## config.mk

```make
export PLATFORM = sky130hd
export DESIGN_NAME = round_robin_schedule_metrics
export DESIGN_NICKNAME = d
export VERILOG_FILES = /design/src/hw/rtl/rrsm_pkg.sv /design/src/hw/rtl/rrsm_ram.sv /design/src/hw/rtl/round_robin_schedule_metrics.sv
export SDC_FILE = /design/constraint.sdc
export NUM_CORES = 1
export LEC_CHECK = 0
export BUFFER_PORTS_ARGS = -buffer_cell sky130_fd_sc_hd__buf_2
export CAP_MARGIN = 20
export CORE_ASPECT_RATIO = 1.2
export CORE_MARGIN = 1.5
export CORE_UTILIZATION = 48
export CTS_CLUSTER_SIZE = 16
export DETAILED_ROUTE_END_ITERATION = 16
export PLACE_DENSITY = 0.71
export SETUP_SLACK_MARGIN = 0.3
export SLEW_MARGIN = 25
export SYNTH_ARGS = -nofsm -noshare
export SYNTH_HDL_FRONTEND = slang
export SYNTH_SLANG_ARGS = --single-unit
```

## constraint.sdc

```tcl
create_clock -name clk -period 8.27 [get_ports clk]
set_input_delay 0.4135 -clock clk [delete_from_list [all_inputs] [get_ports clk]]
set_output_delay 0.4135 -clock clk [all_outputs]
set_load 0.05 [all_outputs]
```

## src/hw/rtl/rrsm_pkg.sv

```systemverilog
// -----------------------------------------------------------------------------
// Round-robin schedule metrics package
// Field widths, defaults and the sequencer state type.
// -----------------------------------------------------------------------------
package rrsm_pkg;

  localparam int ARR_W       = 12;
  localparam int BUR_W       = 8;
  localparam int Q_W         = 8;
  localparam int TIME_W      = 13;
  localparam int OUT_IDX_W   = 4;
  localparam int MAX_PROCS_DEF = 16;

  localparam logic [Q_W-1:0]    QUANTUM_RESET = 8'd3;
  localparam logic [TIME_W-1:0] TIME_MAX      = 13'd8191;

  typedef enum logic [3:0] {
    ST_LOAD,
    ST_SCAN_RD,
    ST_SCAN_CMP,
    ST_DECIDE,
    ST_POP_RD,
    ST_POP_DATA,
    ST_REM_DATA,
    ST_SLICE,
    ST_OUT_RD,
    ST_OUT_LOAD,
    ST_OUT_HOLD
  } state_t;

endpackage

```

## src/hw/rtl/rrsm_ram.sv

```systemverilog
// -----------------------------------------------------------------------------
// Generic RAM
// One write port, one read port with registered read data.
// -----------------------------------------------------------------------------
module rrsm_ram #(
  parameter int WIDTH = 8,
  parameter int DEPTH = 16,
  localparam int AW = (DEPTH > 1) ? $clog2(DEPTH) : 1
) (
  input  logic             clk,
  input  logic             we,
  input  logic [AW-1:0]    waddr,
  input  logic [WIDTH-1:0] wdata,
  input  logic [AW-1:0]    raddr,
  output logic [WIDTH-1:0] rdata
);

  logic [WIDTH-1:0] mem [DEPTH];

  // Write and registered read.
  always_ff @(posedge clk) begin
    if (we) begin
      mem[waddr] <= wdata;
    end
    rdata <= mem[raddr];
  end

endmodule

```

## src/hw/rtl/round_robin_schedule_metrics.sv

```systemverilog
// -----------------------------------------------------------------------------
// Round-robin schedule metrics
// Loads a process set, simulates round-robin scheduling, reports per-process
// turnaround, waiting and response times.
// -----------------------------------------------------------------------------
// Processes are loaded one item per cycle. The item with last_process set
// starts a tick-by-tick simulation, during which input is stalled. Every tick
// costs one arrival scan over every loaded process through the arrival
// memory's single read port, and every dispatch adds the pop, data and slice
// states. Results then come out one at a time, each held while out_stall is
// high, in index order, after which the block loads the next set.
// The quantum register may be written whenever the block is idle.
module round_robin_schedule_metrics
  import rrsm_pkg::*;
#(
  parameter int MAX_PROCS = MAX_PROCS_DEF
) (
  input  logic                 clk,
  input  logic                 rst_n,
  input  logic                 cfg_valid,
  output logic                 cfg_ready,
  input  logic [Q_W-1:0]       cfg_data,
  input  logic                 in_valid,
  output logic                 in_stall,
  input  logic [ARR_W-1:0]     in_arrival_time,
  input  logic [BUR_W-1:0]     in_burst_time,
  input  logic                 in_last_process,
  output logic                 out_valid,
  input  logic                 out_stall,
  output logic [OUT_IDX_W-1:0] out_process_index,
  output logic [TIME_W-1:0]    out_turnaround,
  output logic [TIME_W-1:0]    out_waiting,
  output logic [TIME_W-1:0]    out_response,
  output logic                 out_last_result
);

  localparam int IW = (MAX_PROCS > 1) ? $clog2(MAX_PROCS) : 1;
  localparam int LW = $clog2(MAX_PROCS + 1);
  localparam int TW = $clog2((1 << ARR_W) + MAX_PROCS * (1 << BUR_W));
  localparam logic [IW-1:0] IDX_LAST = IW'(MAX_PROCS - 1);
  localparam logic [LW-1:0] LOAD_MAX = LW'(MAX_PROCS);

  state_t            state_r, state_nxt;
  logic [Q_W-1:0]    quantum_r;
  logic [LW-1:0]     loaded_r, loaded_nxt;
  logic [LW-1:0]     done_r, done_nxt;
  logic [IW-1:0]     idx_r, idx_nxt;
  logic [IW-1:0]     head_r, head_nxt;
  logic [IW-1:0]     tail_r, tail_nxt;
  logic [LW-1:0]     count_r, count_nxt;
  logic [TW-1:0]     tick_r, tick_nxt;
  logic [IW-1:0]     k_r, k_nxt;
  logic [BUR_W-1:0]  rem_r, rem_nxt;
  logic [Q_W-1:0]    used_r, used_nxt;
  logic              in_slice_r, in_slice_nxt;
  logic [MAX_PROCS-1:0] disp_r, disp_nxt;

  logic                 out_valid_r, out_valid_nxt;
  logic [OUT_IDX_W-1:0] out_idx_r, out_idx_nxt;
  logic [TIME_W-1:0]    out_ta_r, out_ta_nxt;
  logic [TIME_W-1:0]    out_wt_r, out_wt_nxt;
  logic [TIME_W-1:0]    out_rs_r, out_rs_nxt;
  logic                 out_last_r, out_last_nxt;

  // Memory controls.
  logic              arr_we, bur_we, rem_we, comp_we, fd_we, ring_we;
  logic [IW-1:0]     load_addr, rem_waddr, rem_raddr, ring_waddr;
  logic [BUR_W-1:0]  rem_wdata;
  logic [IW-1:0]     ring_wdata;
  logic [ARR_W-1:0]  arr_rdata;
  logic [BUR_W-1:0]  bur_rdata, rem_rdata;
  logic [TW-1:0]     comp_rdata, fd_rdata;
  logic [IW-1:0]     ring_rdata;

  logic              in_acc;
  logic              scan_hit;
  logic              scan_end;
  logic              idx_end;
  logic [Q_W-1:0]    q_eff;
  logic [IW-1:0]     head_inc, tail_inc;
  logic [TW-1:0]     ta, wt, rs;
  logic [IW+OUT_IDX_W-1:0] idx_ext;

  assign in_acc    = in_valid && !in_stall;
  assign load_addr = loaded_r[IW-1:0];
  assign q_eff     = (quantum_r == '0) ? Q_W'(1) : quantum_r;
  assign scan_hit  = (tick_r == TW'(arr_rdata));
  assign idx_end   = (LW'(idx_r) == loaded_r - LW'(1));
  assign scan_end  = idx_end;
  assign head_inc  = (head_r == IDX_LAST) ? '0 : head_r + IW'(1);
  assign tail_inc  = (tail_r == IDX_LAST) ? '0 : tail_r + IW'(1);

  // Result arithmetic on the read data of one process.
  assign ta = comp_rdata - TW'(arr_rdata);
  assign wt = (ta >= TW'(bur_rdata)) ? ta - TW'(bur_rdata) : '0;
  assign rs = (fd_rdata >= TW'(arr_rdata)) ? fd_rdata - TW'(arr_rdata) : '0;
  assign idx_ext = {{OUT_IDX_W{1'b0}}, idx_r};

  // Process memories.
  rrsm_ram #(.WIDTH(ARR_W), .DEPTH(MAX_PROCS)) u_arr_ram (
    .clk, .we(arr_we), .waddr(load_addr), .wdata(in_arrival_time),
    .raddr(idx_r), .rdata(arr_rdata)
  );
  rrsm_ram #(.WIDTH(BUR_W), .DEPTH(MAX_PROCS)) u_bur_ram (
    .clk, .we(bur_we), .waddr(load_addr), .wdata(in_burst_time),
    .raddr(idx_r), .rdata(bur_rdata)
  );
  rrsm_ram #(.WIDTH(BUR_W), .DEPTH(MAX_PROCS)) u_rem_ram (
    .clk, .we(rem_we), .waddr(rem_waddr), .wdata(rem_wdata),
    .raddr(rem_raddr), .rdata(rem_rdata)
  );
  rrsm_ram #(.WIDTH(TW), .DEPTH(MAX_PROCS)) u_comp_ram (
    .clk, .we(comp_we), .waddr(k_r), .wdata(tick_r),
    .raddr(idx_r), .rdata(comp_rdata)
  );
  rrsm_ram #(.WIDTH(TW), .DEPTH(MAX_PROCS)) u_fd_ram (
    .clk, .we(fd_we), .waddr(ring_rdata), .wdata(tick_r),
    .raddr(idx_r), .rdata(fd_rdata)
  );
  rrsm_ram #(.WIDTH(IW), .DEPTH(MAX_PROCS)) u_ring_ram (
    .clk, .we(ring_we), .waddr(ring_waddr), .wdata(ring_wdata),
    .raddr(head_r), .rdata(ring_rdata)
  );

  // Next state.
  always_comb begin
    state_nxt = state_r;
    case (state_r)
      ST_LOAD: begin
        if (in_acc && in_last_process) begin
          state_nxt = ST_SCAN_RD;
        end
      end
      ST_SCAN_RD:  state_nxt = ST_SCAN_CMP;
      ST_SCAN_CMP: begin
        if (scan_end) begin
          state_nxt = in_slice_r ? ST_SLICE : ST_DECIDE;
        end else begin
          state_nxt = ST_SCAN_RD;
        end
      end
      ST_DECIDE: begin
        if (done_r == loaded_r) begin
          state_nxt = ST_OUT_RD;
        end else if (count_r != '0) begin
          state_nxt = ST_POP_RD;
        end else begin
          state_nxt = ST_SCAN_RD;
        end
      end
      ST_POP_RD:   state_nxt = ST_POP_DATA;
      ST_POP_DATA: state_nxt = ST_REM_DATA;
      ST_REM_DATA: state_nxt = ST_SLICE;
      ST_SLICE: begin
        if (used_r < q_eff && rem_r != '0) begin
          state_nxt = ST_SCAN_RD;
        end else begin
          state_nxt = ST_DECIDE;
        end
      end
      ST_OUT_RD:   state_nxt = ST_OUT_LOAD;
      ST_OUT_LOAD: state_nxt = ST_OUT_HOLD;
      ST_OUT_HOLD: begin
        if (!out_stall) begin
          state_nxt = idx_end ? ST_LOAD : ST_OUT_RD;
        end
      end
      default: state_nxt = ST_LOAD;
    endcase
  end

  // Memory strobes and handshake outputs.
  always_comb begin
    arr_we     = 1'b0;
    bur_we     = 1'b0;
    rem_we     = 1'b0;
    comp_we    = 1'b0;
    fd_we      = 1'b0;
    ring_we    = 1'b0;
    rem_waddr  = load_addr;
    rem_wdata  = in_burst_time;
    rem_raddr  = ring_rdata;
    ring_waddr = tail_r;
    ring_wdata = idx_r;
    in_stall   = 1'b1;
    case (state_r)
      ST_LOAD: begin
        in_stall = 1'b0;
        if (in_acc && loaded_r < LOAD_MAX) begin
          arr_we = 1'b1;
          bur_we = 1'b1;
          rem_we = 1'b1;
        end
      end
      ST_SCAN_CMP: begin
        ring_we = scan_hit;
      end
      ST_POP_DATA: begin
        fd_we = !disp_r[ring_rdata];
      end
      ST_SLICE: begin
        if (!(used_r < q_eff && rem_r != '0)) begin
          rem_we     = 1'b1;
          rem_waddr  = k_r;
          rem_wdata  = rem_r;
          comp_we    = (rem_r == '0);
          ring_we    = (rem_r != '0);
          ring_wdata = k_r;
        end
      end
      default: begin
      end
    endcase
  end

  // Datapath updates.
  always_comb begin
    loaded_nxt    = loaded_r;
    done_nxt      = done_r;
    idx_nxt       = idx_r;
    head_nxt      = head_r;
    tail_nxt      = tail_r;
    count_nxt     = count_r;
    tick_nxt      = tick_r;
    k_nxt         = k_r;
    rem_nxt       = rem_r;
    used_nxt      = used_r;
    in_slice_nxt  = in_slice_r;
    disp_nxt      = disp_r;
    out_valid_nxt = out_valid_r;
    out_idx_nxt   = out_idx_r;
    out_ta_nxt    = out_ta_r;
    out_wt_nxt    = out_wt_r;
    out_rs_nxt    = out_rs_r;
    out_last_nxt  = out_last_r;
    case (state_r)
      ST_LOAD: begin
        if (in_acc) begin
          if (loaded_r < LOAD_MAX) begin
            loaded_nxt = loaded_r + LW'(1);
          end
          if (in_last_process) begin
            tick_nxt     = '0;
            idx_nxt      = '0;
            done_nxt     = '0;
            in_slice_nxt = 1'b0;
          end
        end
      end
      ST_SCAN_CMP: begin
        if (scan_hit) begin
          tail_nxt  = tail_inc;
          count_nxt = count_r + LW'(1);
        end
        idx_nxt = scan_end ? '0 : idx_r + IW'(1);
      end
      ST_DECIDE: begin
        if (done_r == loaded_r) begin
          idx_nxt = '0;
        end else if (count_r == '0) begin
          tick_nxt     = tick_r + TW'(1);
          idx_nxt      = '0;
          in_slice_nxt = 1'b0;
        end
      end
      ST_POP_RD: begin
        head_nxt  = head_inc;
        count_nxt = count_r - LW'(1);
      end
      ST_POP_DATA: begin
        k_nxt = ring_rdata;
        disp_nxt[ring_rdata] = 1'b1;
      end
      ST_REM_DATA: begin
        rem_nxt      = rem_rdata;
        used_nxt     = '0;
        in_slice_nxt = 1'b1;
      end
      ST_SLICE: begin
        if (used_r < q_eff && rem_r != '0) begin
          rem_nxt  = rem_r - BUR_W'(1);
          tick_nxt = tick_r + TW'(1);
          used_nxt = used_r + Q_W'(1);
          idx_nxt  = '0;
        end else begin
          in_slice_nxt = 1'b0;
          if (rem_r == '0) begin
            done_nxt = done_r + LW'(1);
          end else begin
            tail_nxt  = tail_inc;
            count_nxt = count_r + LW'(1);
          end
        end
      end
      ST_OUT_LOAD: begin
        out_valid_nxt = 1'b1;
        out_idx_nxt   = idx_ext[OUT_IDX_W-1:0];
        out_ta_nxt    = (ta > TW'(TIME_MAX)) ? TIME_MAX : ta[TIME_W-1:0];
        out_wt_nxt    = (wt > TW'(TIME_MAX)) ? TIME_MAX : wt[TIME_W-1:0];
        out_rs_nxt    = (rs > TW'(TIME_MAX)) ? TIME_MAX : rs[TIME_W-1:0];
        out_last_nxt  = idx_end;
      end
      ST_OUT_HOLD: begin
        if (!out_stall) begin
          out_valid_nxt = 1'b0;
          if (idx_end) begin
            loaded_nxt = '0;
            head_nxt   = '0;
            tail_nxt   = '0;
            count_nxt  = '0;
            tick_nxt   = '0;
            disp_nxt   = '0;
            idx_nxt    = '0;
          end else begin
            idx_nxt = idx_r + IW'(1);
          end
        end
      end
      default: begin
      end
    endcase
  end

  // Control registers.
  always_ff @(posedge clk) begin
    if (!rst_n) begin
      state_r     <= ST_LOAD;
      quantum_r   <= QUANTUM_RESET;
      loaded_r    <= '0;
      done_r      <= '0;
      idx_r       <= '0;
      head_r      <= '0;
      tail_r      <= '0;
      count_r     <= '0;
      tick_r      <= '0;
      in_slice_r  <= 1'b0;
      disp_r      <= '0;
      out_valid_r <= 1'b0;
    end else begin
      state_r     <= state_nxt;
      if (cfg_valid && cfg_ready) begin
        quantum_r <= cfg_data;
      end
      loaded_r    <= loaded_nxt;
      done_r      <= done_nxt;
      idx_r       <= idx_nxt;
      head_r      <= head_nxt;
      tail_r      <= tail_nxt;
      count_r     <= count_nxt;
      tick_r      <= tick_nxt;
      in_slice_r  <= in_slice_nxt;
      disp_r      <= disp_nxt;
      out_valid_r <= out_valid_nxt;
    end
  end

  // Payload registers.
  always_ff @(posedge clk) begin
    k_r        <= k_nxt;
    rem_r      <= rem_nxt;
    used_r     <= used_nxt;
    out_idx_r  <= out_idx_nxt;
    out_ta_r   <= out_ta_nxt;
    out_wt_r   <= out_wt_nxt;
    out_rs_r   <= out_rs_nxt;
    out_last_r <= out_last_nxt;
  end

  assign cfg_ready         = 1'b1;
  assign out_valid         = out_valid_r;
  assign out_process_index = out_idx_r;
  assign out_turnaround    = out_ta_r;
  assign out_waiting       = out_wt_r;
  assign out_response      = out_rs_r;
  assign out_last_result   = out_last_r;

endmodule

```

==> results by stage <==
Yosys:
- In this run, synthesis inferred slightly below 1000 flip-flops with an integrated enable.
- Synthesis inferred 1120 register bits.
- After synthesis, the largest family of logic cells by area is multiplexers.
- The area fraction in compound gates after synthesis is between 3 and 4%.
- In the post-synthesis netlist, the cell with the most instances is edfxtp_1.
- The synthesized-area fraction occupied by adder cells is under 10%.
- The number of warnings issued by yosys is 0.
- The synthesized netlist occupies a cell area of ~0.045 mm2.
- The gate count of the mapped netlist is around 2400.
- The most instantiated flip-flop cell in the synthesis netlist is edfxtp_1.
- The library cell occupying the most area in the post-synthesis netlist is edfxtp_1.
- The average cell area after synthesis is approximately 18 um2.
- The synthesized netlist devotes about 1.2% of its cell area to XOR and XNOR gates.
- The synthesized netlist contains 74 unique library cells.
- The number of nets in the synthesized netlist is between 2000 and 3000.
- The commonest cells after synthesis are edfxtp_1 (992), mux4_2 (295), nor2_1 (159).
- Sorting the synthesized cells by area gives the leading types as edfxtp_1 (66%), mux4_2 (15%), dfxtp_1 (5.7%).
- After synthesis, the share of flip-flops with an asynchronous set or reset is 0%.
- The register area share after synthesis is 71.8%.
- Measured against the total synthesized area, the mux share comes to 15.3%.
- The share of the synthesized area in the top cell type is between 60 and 70%.
- The simple-gate share of the synthesized area is 5.14%.

Clocking:
- Post-CTS repair changed the size of 0 cells.
- The clock passes through at most 3 buffers.
- TritonCTS built the clock tree.
- The root cell of the clock tree is clkbuf_16.
- The clock slew seen by the registers of the worst setup and hold paths is about 0.060 ns.
- The number of buffers created by CTS is between 100 and 150.
- The H-tree depth is 3.
- The clock drives 1120 sinks.
- Clock latency on the worst-skew pair, taken at its later pin, is about 0.68 ns.

GRT:
- The met1 global-route usage is 27.0%.
- Summed over all layers, the global routing overflow is 0.
- The met3 track demand over resource in global routing is around 3.7%.
- Entering global routing, the biggest net connects approximately 150 pins.
- The via count of the first global-routing pass came to about 24000.
- Across every metal layer, demand over resource in global routing totals 20.5%.
- The number of antenna violations at the first check in global routing is 1.
- For met2 alone, demand over resource in global routing was around 35%.
- In this run the most used layer during global routing was met2.
- The wire length of the first global-routing pass is around 150 mm.

Die:
- For this configuration, the core starts out at a cell density of roughly half.
- The initialized floorplan defines roughly 120 standard-cell rows.
- The I/O pin count is 81.
- The die area is 0.0957 mm2.
- Measured along the x axis, the die boundary spans approximately 280 um.
- The die is between 300 and 400 um tall.
- The floorplan step defined a core boundary enclosing approximately 0.093 mm2.

Min path:
- The startpoint identified for the worst hold timing path is in_arrival_time[7].
- Counting instances, the worst hold path has a depth of 1.
- The worst min-delay path endpoint is u_arr_ram.mem[10][7]$_DFFE_PP_.
- The min-delay analysis places its worst path in the category in -> reg.

Critical path:
- Across all register-to-register paths, the minimum setup slack is slightly below 4 ns.
- The largest driver fanout on the critical path is 11.
- The slowest stage of the critical path is the nor4b_2 cell.
- For the worst setup path, the data arrival time is about 4.7 ns.
- The signal on the critical path passes through ha_1 -> inv_1 -> fa_1 -> a21o_1 -> a211oi_1 -> a21oi_1 -> ha_1 -> o21ai_0 -> a21oi_1 -> o41a_1 -> a211oi_1 -> nor4b_2 -> nor3_1.
- For the worst flop-to-flop path, the logic depth is 13.
- In this design, the largest share of critical-path delay is due to compound AO/OA/AOI/OAI gates.
- The buffering stage count on the worst path with inverters included is 1.
- The worst setup path is captured at a register.
- The critical path class is reg -> reg.
- Data on the critical path is required at its endpoint by just under 9 ns.
- The worst register-to-register path ends at out_waiting[2]$_SDFFCE_PN1P_.
- STA classifies the critical path startpoint as a register.
- The launching point of the worst reg2reg path is u_arr_ram.rdata[0]$_DFF_P_.
- For this run, the slowest stage of the critical path takes 0.79 ns.

Power:
- The maximum vdd drop is around 0.00018 V.
- For this design the static power due to leakage is between 15 and 20 nW.
- In this run the power density over the cells is ~230 mW/mm2.
- The design draws 0.0117 W.

STA:
- The portion of the clock cycle consumed by the worst path in the final layout is just over 50%.
- For the pin with the worst max-slew slack, the measured transition is between 1 and 1.5 ns.
- The largest clock skew in the final design is 0.0178 ns.
- The hold violation total from the final report is 0.
- The fmax is between 0.2 and 0.25 GHz.
- Adding up every negative setup slack in the final design gives 0 ns.
- In this run the tightest slew margin relative to its limit is between 20 and 30%.
- For the finished layout, the period the worst path requires is 4.29 ns.
- Hold is met by ~0.1 ns.
- The total of endpoints with negative setup slack in the final report is 0.
- The number of slew-limit violations in the final report came to 0.
- Setup repair after global routing left no endpoint under its margin.

Drt:
- After the first detailed-routing iteration, the DRC count stood at 2427.
- After detailed routing, the average wire length per cell comes to 25.0 um.
- Across all layers, the routed design uses around 23000 vias.
- The detailed-route vias per instance is 5.89.
- The total iterations of the first detailed-routing run is 6.
- The total wire length is between 90 and 100 mm.
- In the routed design, unresolved DRC markers number 0.
- The detail route stage leaves a number of antenna-violating nets equal to 0.

Finish:
- Cells with a size suffix above 1 make up between 20% and 30% of the layout.
- The area growth from synthesis to final layout is 12.4%.
- For this run, the post-layout net count is between 2000 and 3000.
- The number of filler instances in the final layout is 6917.
- The core occupancy in the finished layout is between 50 and 60%.
- The count of non-filler cells in the finished layout is 3887.

Outcome:
- The flow ran to the end, and the final reports show no timing, DRC or antenna violations.

Placed design:
- The total instance count after detailed placement is ~3700.
- Once detailed placement completed, the half-perimeter wirelength came to between 50 and 60 mm.
- Routability-driven placement finished with a final weighted congestion of around 0.85.
- The number of port buffers is 79.

Flow run:
- The number of max-cap violations is 0.
state kept, by name, indices dropped and copies added (netlist names), 12 cells and up:
register,cells
disp_r,16
u_comp_ram.mem,208
u_fd_ram.mem,208
u_fd_ram.rdata,13
out_turnaround,13
out_response,13
u_bur_ram.mem,128
out_waiting,13
u_arr_ram.mem,192
u_comp_ram.rdata,13
u_rem_ram.mem,128
tick_r,13
u_ring_ram.mem,64
u_arr_ram.rdata,12
per-layer routing:
layer	vias to the layer above	wire length, um
li1	10000	-
met1	11900	38200
met2	887	49500
met3	157	6830
met4	0	2570
met5	-	0
what timing repair did:
item | 4_1_cts | 5_1_grt
buffers inserted | 0 | 0
hold buffers | 8 | 0
endpoints found under the hold margin | 8 | 0
worst max-delay path by stage:
stage	start	end	slack (ns)	cells past startpoint
6_report	u_arr_ram.rdata[0]$_DFF_P_	out_waiting[2]$_SDFFCE_PN1P_	3.98	13
5_1_grt	u_arr_ram.rdata[0]$_DFF_P_	out_waiting[2]$_SDFFCE_PN1P_	3.63	13
4_1_cts	u_arr_ram.rdata[0]$_DFF_P_	out_waiting[2]$_SDFFCE_PN1P_	4.00	13
3_5_place_dp	u_arr_ram.rdata[0]$_DFF_P_	out_waiting[2]$_SDFFCE_PN1P_	4.06	13
3_3_place_gp	u_arr_ram.rdata[0]$_DFF_P_	out_waiting[2]$_SDFFCE_PN1P_	4.06	13
2_1_floorplan	u_arr_ram.rdata[0]$_DFF_P_	out_waiting[5]$_SDFFCE_PN1P_	4.60	14
per-stage QoR:
stage                     worst slack (ns)  instance area (um2)
after floorplan                       4.60                45000
after global placement                4.06                47000
after detailed placement              4.06                47000
after CTS                             4.00                50500
after global routing                  3.63                50600
final                                 3.98                50600
layout by cell type, fill, tap and decap left out, types with 8 or more instances in the layout:
master and n:
a211oi_1 12, a21o_1 16, a21oi_1 59, a31oi_1 12, and2_1 14, and3_1 16
buf_2 79, buf_4 41, bufinv_16 12, clkbuf_1 36, clkbuf_16 103, clkinv_1 14
dfxtp_1 120, dlygate4sd3_1 8, edfxtp_1 992, ha_1 58, inv_1 64, mux2i_1 23
mux4_2 295, nand2_1 104, nand2b_1 20, nand3_1 46, nand4_1 12, nor2_1 137
nor2_2 19, nor2b_1 12, nor3_1 26, nor4_1 11, o21ai_0 43, xnor2_1 28
xor2_1 36
kinds of logic after synthesis:
logic type               count (synthesis)
AO/OA/AOI/OAI                          210
XOR/XNOR                                64
adder cells (fa/ha/maj)                 62
buffers and inverters                  184
flip-flops                            1120
multiplexers                           321
other                                    1
AND/OR/NAND/NOR                        478
power breakdown:
part	switching, W	total, W	internal (W)
logic	0.000377	0.000633	0.000255
clock network	0.00209	0.00482	0.00273
registers	0.0000460	0.00624	0.00619
layout make-up:
cell class / instances / area (um2) / share of cell area (%)
Sequential cell: 1120 / 32400 / 64.0
Inverter: 64 / 240 / 0.475
Timing Repair Buffer: 131 / 851 / 1.68
Clock inverter: 52 / 696 / 1.38
Multi-Input combinational cell: 1136 / 12100 / 24.0
Tap cell: 1240 / 1550 / 3.07
Antenna cell: 3 / 7.51 / 0.0148
Clock buffer: 141 / 2740 / 5.42
Power figures use the tool's default switching activity.
